===== src/sv/bgi_pkg.sv =====
// Shared types and constants of the bilinear grid interpolator.
// Depends on nothing; every other file of the block imports it.
`timescale 1ns / 1ps

package bgi_pkg;

   localparam int DEF_MAX_ROWS = 64;
   localparam int DEF_MAX_COLS = 64;

   localparam logic [16:0] ONE_Q16 = 17'h10000;

   typedef enum logic {
      OP_WRITE = 1'b0,
      OP_QUERY = 1'b1
   } op_type;

   typedef enum logic [2:0] {
      REG_X_MIN     = 3'd0,
      REG_X_MAX     = 3'd1,
      REG_Y_MIN     = 3'd2,
      REG_Y_MAX     = 3'd3,
      REG_X_SCALE   = 3'd4,
      REG_Y_SCALE   = 3'd5,
      REG_ROW_COUNT = 3'd6,
      REG_COL_COUNT = 3'd7
   } csr_reg_type;

   // Configuration of one axis as seen by the locate pipeline.
   typedef struct packed {
      logic signed [31:0] lo;
      logic signed [31:0] hi;
      logic [31:0]        scale;
      logic [6:0]         count;
   } axis_cfg_type;

   // Index width for a grid dimension; at least two bits so that the
   // row or column halves used for bank addressing are never empty.
   function automatic int idx_width(input int n);
      int w;
      w = $clog2(n);
      if (w < 2) begin
         w = 2;
      end
      return w;
   endfunction

endpackage


===== src/sv/bgi_locate.sv =====
// Three-stage locate pipeline for one axis: clamp, scale, index split.
// Depends on bgi_pkg for the axis configuration struct.
`timescale 1ns / 1ps

module bgi_locate import bgi_pkg::*; #(
   parameter int MAX_N = DEF_MAX_ROWS,
   parameter int IW    = idx_width(MAX_N)
) (
   input  logic               clock,
   input  logic               adv,
   input  axis_cfg_type       cfg,
   input  logic signed [31:0] coord,
   output logic [IW-1:0]      idx,
   output logic [16:0]        frac
);

   logic signed [32:0] q33, lo33, hi33, hi_m1, c0, c1;
   logic signed [33:0] off34;
   logic [31:0]        off_in, off_ff;
   logic [47:0]        prod_ff;
   logic [63:0]        prod_full;
   logic [31:0]        cnt32, lim32, raw_idx, sel_idx;
   logic [16:0]        frac_in, frac_ff;
   logic [IW-1:0]      idx_ff;

   // Stage A: clamp to [lo, hi - 1 LSB], min first, and take the offset.
   always_comb begin
      q33   = 33'(coord);
      lo33  = 33'(cfg.lo);
      hi33  = 33'(cfg.hi);
      hi_m1 = hi33 - 33'sd1;
      c0    = (q33 <= lo33) ? lo33 : q33;
      c1    = (c0 >= hi33) ? hi_m1 : c0;
      off34 = 34'(c1) - 34'(lo33);
      off_in = off34[33] ? 32'd0 : off34[31:0];
   end

   assign prod_full = 64'(off_ff) * 64'(cfg.scale);

   // Stage C: limit the cell index to the last cell of the grid in use.
   always_comb begin
      cnt32 = 32'(cfg.count);
      if (cnt32 < 32'd2) begin
         lim32 = 32'd0;
      end else if (cnt32 > 32'(MAX_N)) begin
         lim32 = 32'(MAX_N - 2);
      end else begin
         lim32 = cnt32 - 32'd2;
      end
      raw_idx = prod_ff[47:16];
      if (raw_idx > lim32) begin
         sel_idx = lim32;
         frac_in = ONE_Q16;
      end else begin
         sel_idx = raw_idx;
         frac_in = {1'b0, prod_ff[15:0]};
      end
   end

   always_ff @(posedge clock) begin
      if (adv) begin
         off_ff  <= off_in;
         prod_ff <= prod_full[63:16];
         idx_ff  <= sel_idx[IW-1:0];
         frac_ff <= frac_in;
      end
   end

   assign idx  = idx_ff;
   assign frac = frac_ff;

endmodule


===== config.mk =====
export PLATFORM = sky130hd
export DESIGN_NAME = bgi_locate
export DESIGN_NICKNAME = d
export VERILOG_FILES = /design/src/sv/bgi_pkg.sv /design/src/sv/bgi_locate.sv
export SDC_FILE = /design/constraint.sdc
export NUM_CORES = 2
export LEC_CHECK = 0
export ABC_CLOCK_PERIOD_IN_PS = 9200
export BUFFER_PORTS_ARGS = -buffer_cell sky130_fd_sc_hd__buf_2
export CAP_MARGIN = 20
export CORE_ASPECT_RATIO = 0.6
export CORE_UTILIZATION = 40
export DETAILED_ROUTE_END_ITERATION = 10
export SLEW_MARGIN = 30
export SYNTH_ARGS = -nofsm -noshare
export SYNTH_HDL_FRONTEND = slang
export SYNTH_SLANG_ARGS = --single-unit

===== constraint.sdc =====
create_clock -name clock -period 9.2 [get_ports clock]
set_clock_uncertainty 0.2 [all_clocks]
set_input_delay 1.84 -clock clock [delete_from_list [all_inputs] [get_ports clock]]
set_output_delay 1.84 -clock clock [all_outputs]
set_load 0.005 [all_outputs]

==> results_dict.tcl <==
set metrics [dict create \
    setup_tns_ns 0 \
    grt_usage 0.228 \
    synth_cells 4652 \
    synthMuxAreaShare 0.0194 \
    crit_type "input pin to flop" \
    synthToLayoutAreaGrowth_pct 13.8 \
    nNetsFinal 6444 \
    post_drt_wl_per_cell_um 17.9 \
    dp_hpwl_mm 100 \
    syn-cell-area_sq_um 41300 \
    clockRootBuffer "clkbuf_16" \
    synthSimpleGateAreaFrac 0.155 \
    synth_async_sr_flop_share 0 \
    drive_gt1_frac 0.141 \
    synth_top_area_frac 0.434 \
    antenna_found_initial 8 \
    nFillCells 9867 \
    dr.pass1.iters 5 \
    routed_wl_mm 115 \
    hold_violations 0 \
    clock_latency_ns 0.38 \
    drt_iter0_drc 2259 \
    yosysTopAreaCell "fa_1" \
    min_period_ns 9.00 \
    start_util 0.407 \
    die-area_sq_um 105000 \
    cts_sinks 103 \
    die_x_um 417 \
    ant_nets 0 \
    coreArea_sq_um 101000 \
    cp_slowest_cell "fa_1" \
    synth.distinct_cells 72 \
    numCtsBuffers 9 \
    slowest_delay_ns 0.58 \
    ys_warn_count 0 \
    grt_first_pass_wirelength_mm 188 \
    fmax_mhz 111 \
    critPathArrivalTime_ns 8.93 \
    cts_max_level 3 \
    synth.net_count 6076 \
    cp_max_fo 15 \
    routabilityCongestion 0.913 \
    gr-total-overflow 0 \
    dr_total_vias 32162 \
    regToRegSetupSlack_ns 0.78 \
    critPathMostFrequentCell "fa_1" \
    rows 90 \
    top_level_ports 160 \
    synth_xor_area_frac 0.0225 \
    synth_compound_area_frac 0.0573 \
    maxSlewViolCount 0 \
    synth_top_family_by_area "adder cells" \
    status "finished, final reports clean" \
    worst_pin_slew_ns 1.06 \
    numPortBuffers 159 \
    die_h_um 251 \
    detail_route.vias_per_cell 5.02 \
    critPathCaptureType "flop" \
    yosysMostFrequentCell "inv_1" \
    hp-class "flop to flop" \
    synthAdderAreaFrac 0.552 \
    setup_viol 0 \
    startpoint_type "input pin" \
    clockBufferDepth 2 \
    yosys-top-cells-area "fa_1 43%, ha_1 12%, inv_1 9.7%" \
    synth_edf_count 103 \
    clk_pin_slew_ns 0.08 \
    required_ns 9.13 \
    grt_pass1_vias 33427 \
    cts_tree "done" \
    syn_area_per_cell_sq_um 8.88 \
    synthTopCellsByCount "1071 x inv_1, 896 x fa_1, 878 x nand2_1" \
    ys_seq_area_frac 0.0748 \
    drc 0 \
    grt_max_degree 80 \
    post-route-period-util 0.978 \
    drv_cap 0 \
    ys_ff_latch 103 \
    ys.flop_type "edfxtp_1" \
    slew_headroom 0.295 \
]
==> per-layer routing <==
layer | up-vias | track usage | routed length, um
met4 | 0 | 0.0297 | 1710
met5 | - | 0 | 0
li1 | 14725 | - | -
met3 | 77 | 0.0301 | 8470
met1 | 16320 | 0.363 | 57000
met2 | 1040 | 0.334 | 47700
==> worst max-delay path, delay by kind of cell <==
kind	cells	cell delay, ns
compound gates	6	1.14
xor+xnor	1	0.15
fa+ha+maj	9	4.45
buf+inv	11	1.03
simple gates	3	0.30
==> metrics by stage <==
stage / utilization / instance area (sq um) / hold WS, ns / std cells / worst slack (ns)
6_report: 0.463 / 47000 / 0.322 / 6407 / 0.200
5_1_grt: 0.463 / 47000 / 0.334 / 6406 / -0.0233
4_1_cts: 0.461 / 46800 / 0.326 / 6404 / 0.0214
3_5_place_dp: 0.458 / 46500 / 0.307 / 6388 / -0.403
3_3_place_gp: 0.458 / 46400 / 0.300 / 6384 / -0.354
2_1_floorplan: - / 41300 / 0.297 / 4652 / 0.359
==> state kept, by name (all words and copies together), names as in the netlist <==
signal / flops
idx: 6
off_ff: 32
prod_ff: 48
frac: 17
==> cell type report <==
| type | count | area, sq um | share of cell area |
|---|---|---|---|
| well taps | 1380 | 1730 | 0.0367 |
| clock inverters | 7 | 81.3 | 0.00173 |
| repair buffers | 588 | 4350 | 0.0925 |
| flip-flops and latches | 103 | 3090 | 0.0658 |
| diodes | 2 | 5.00 | 0.000106 |
| clock buffers | 9 | 225 | 0.00479 |
| inverters | 1071 | 4020 | 0.0855 |
| multi-input cells | 3247 | 33500 | 0.713 |
==> timing repair <==
item | in CTS | in global routing
pin swaps | 0 | 16
gates resized for setup | 2 | 57
setup buffers | 0 | 1
setup endpoints to repair | 2 | 56
hold buffers | 0 | 0
==> worst paths after layout <==
path,from,end,cells after the start
max,cfg[9],prod_ff[36],30
min,prod_ff[5],frac[5],1
max reg2reg,off_ff[10],prod_ff[36],26
min reg2reg,prod_ff[5],frac[5],1
==> placed cells by master (no fill, tap or decap), types with 6 or more instances in the layout <==
cell type | Yosys | final
inv_1 | 1071 | 1071
fa_1 | 896 | 896
nand2_1 | 878 | 877
buf_4 | 0 | 400
ha_1 | 391 | 390
and2_1 | 259 | 259
buf_2 | 7 | 148
a21oi_1 | 121 | 113
edfxtp_1 | 103 | 103
nor2_1 | 94 | 93
xnor2_1 | 72 | 72
a21o_1 | 65 | 65
o21ai_0 | 67 | 61
nand4_1 | 51 | 51
mux2_2 | 52 | 51
xor2_1 | 34 | 34
nor3_1 | 26 | 22
buf_12 | 0 | 21
nand3_1 | 22 | 20
o21a_1 | 17 | 16
nor2b_1 | 15 | 15
o21bai_1 | 15 | 14
a31oi_1 | 18 | 14
o211ai_1 | 13 | 13
and3_1 | 12 | 12
mux2_1 | 10 | 10
nor4_1 | 9 | 9
mux2i_1 | 9 | 9
clkbuf_16 | 0 | 9
clkbuf_4 | 0 | 9
buf_6 | 0 | 9
o21ai_1 | 5 | 8
a211oi_1 | 11 | 8
a21oi_2 | 0 | 7
a211o_1 | 6 | 6
nand2b_1 | 6 | 6
==> cell families (layout without fill, tap and decap cells) <==
family          after synthesis  in the layout
simple gates               1405           1405
buf+inv                    1302           1675
fa+ha+maj                  1287           1287
compound gates              376            376
xor+xnor                    106            106
flops                       103            103
mux                          72             72
other cells                   1              3
Power is not shown: default switching activity piles up to over one toggle a cycle in this logic, so the estimate is an artifact.
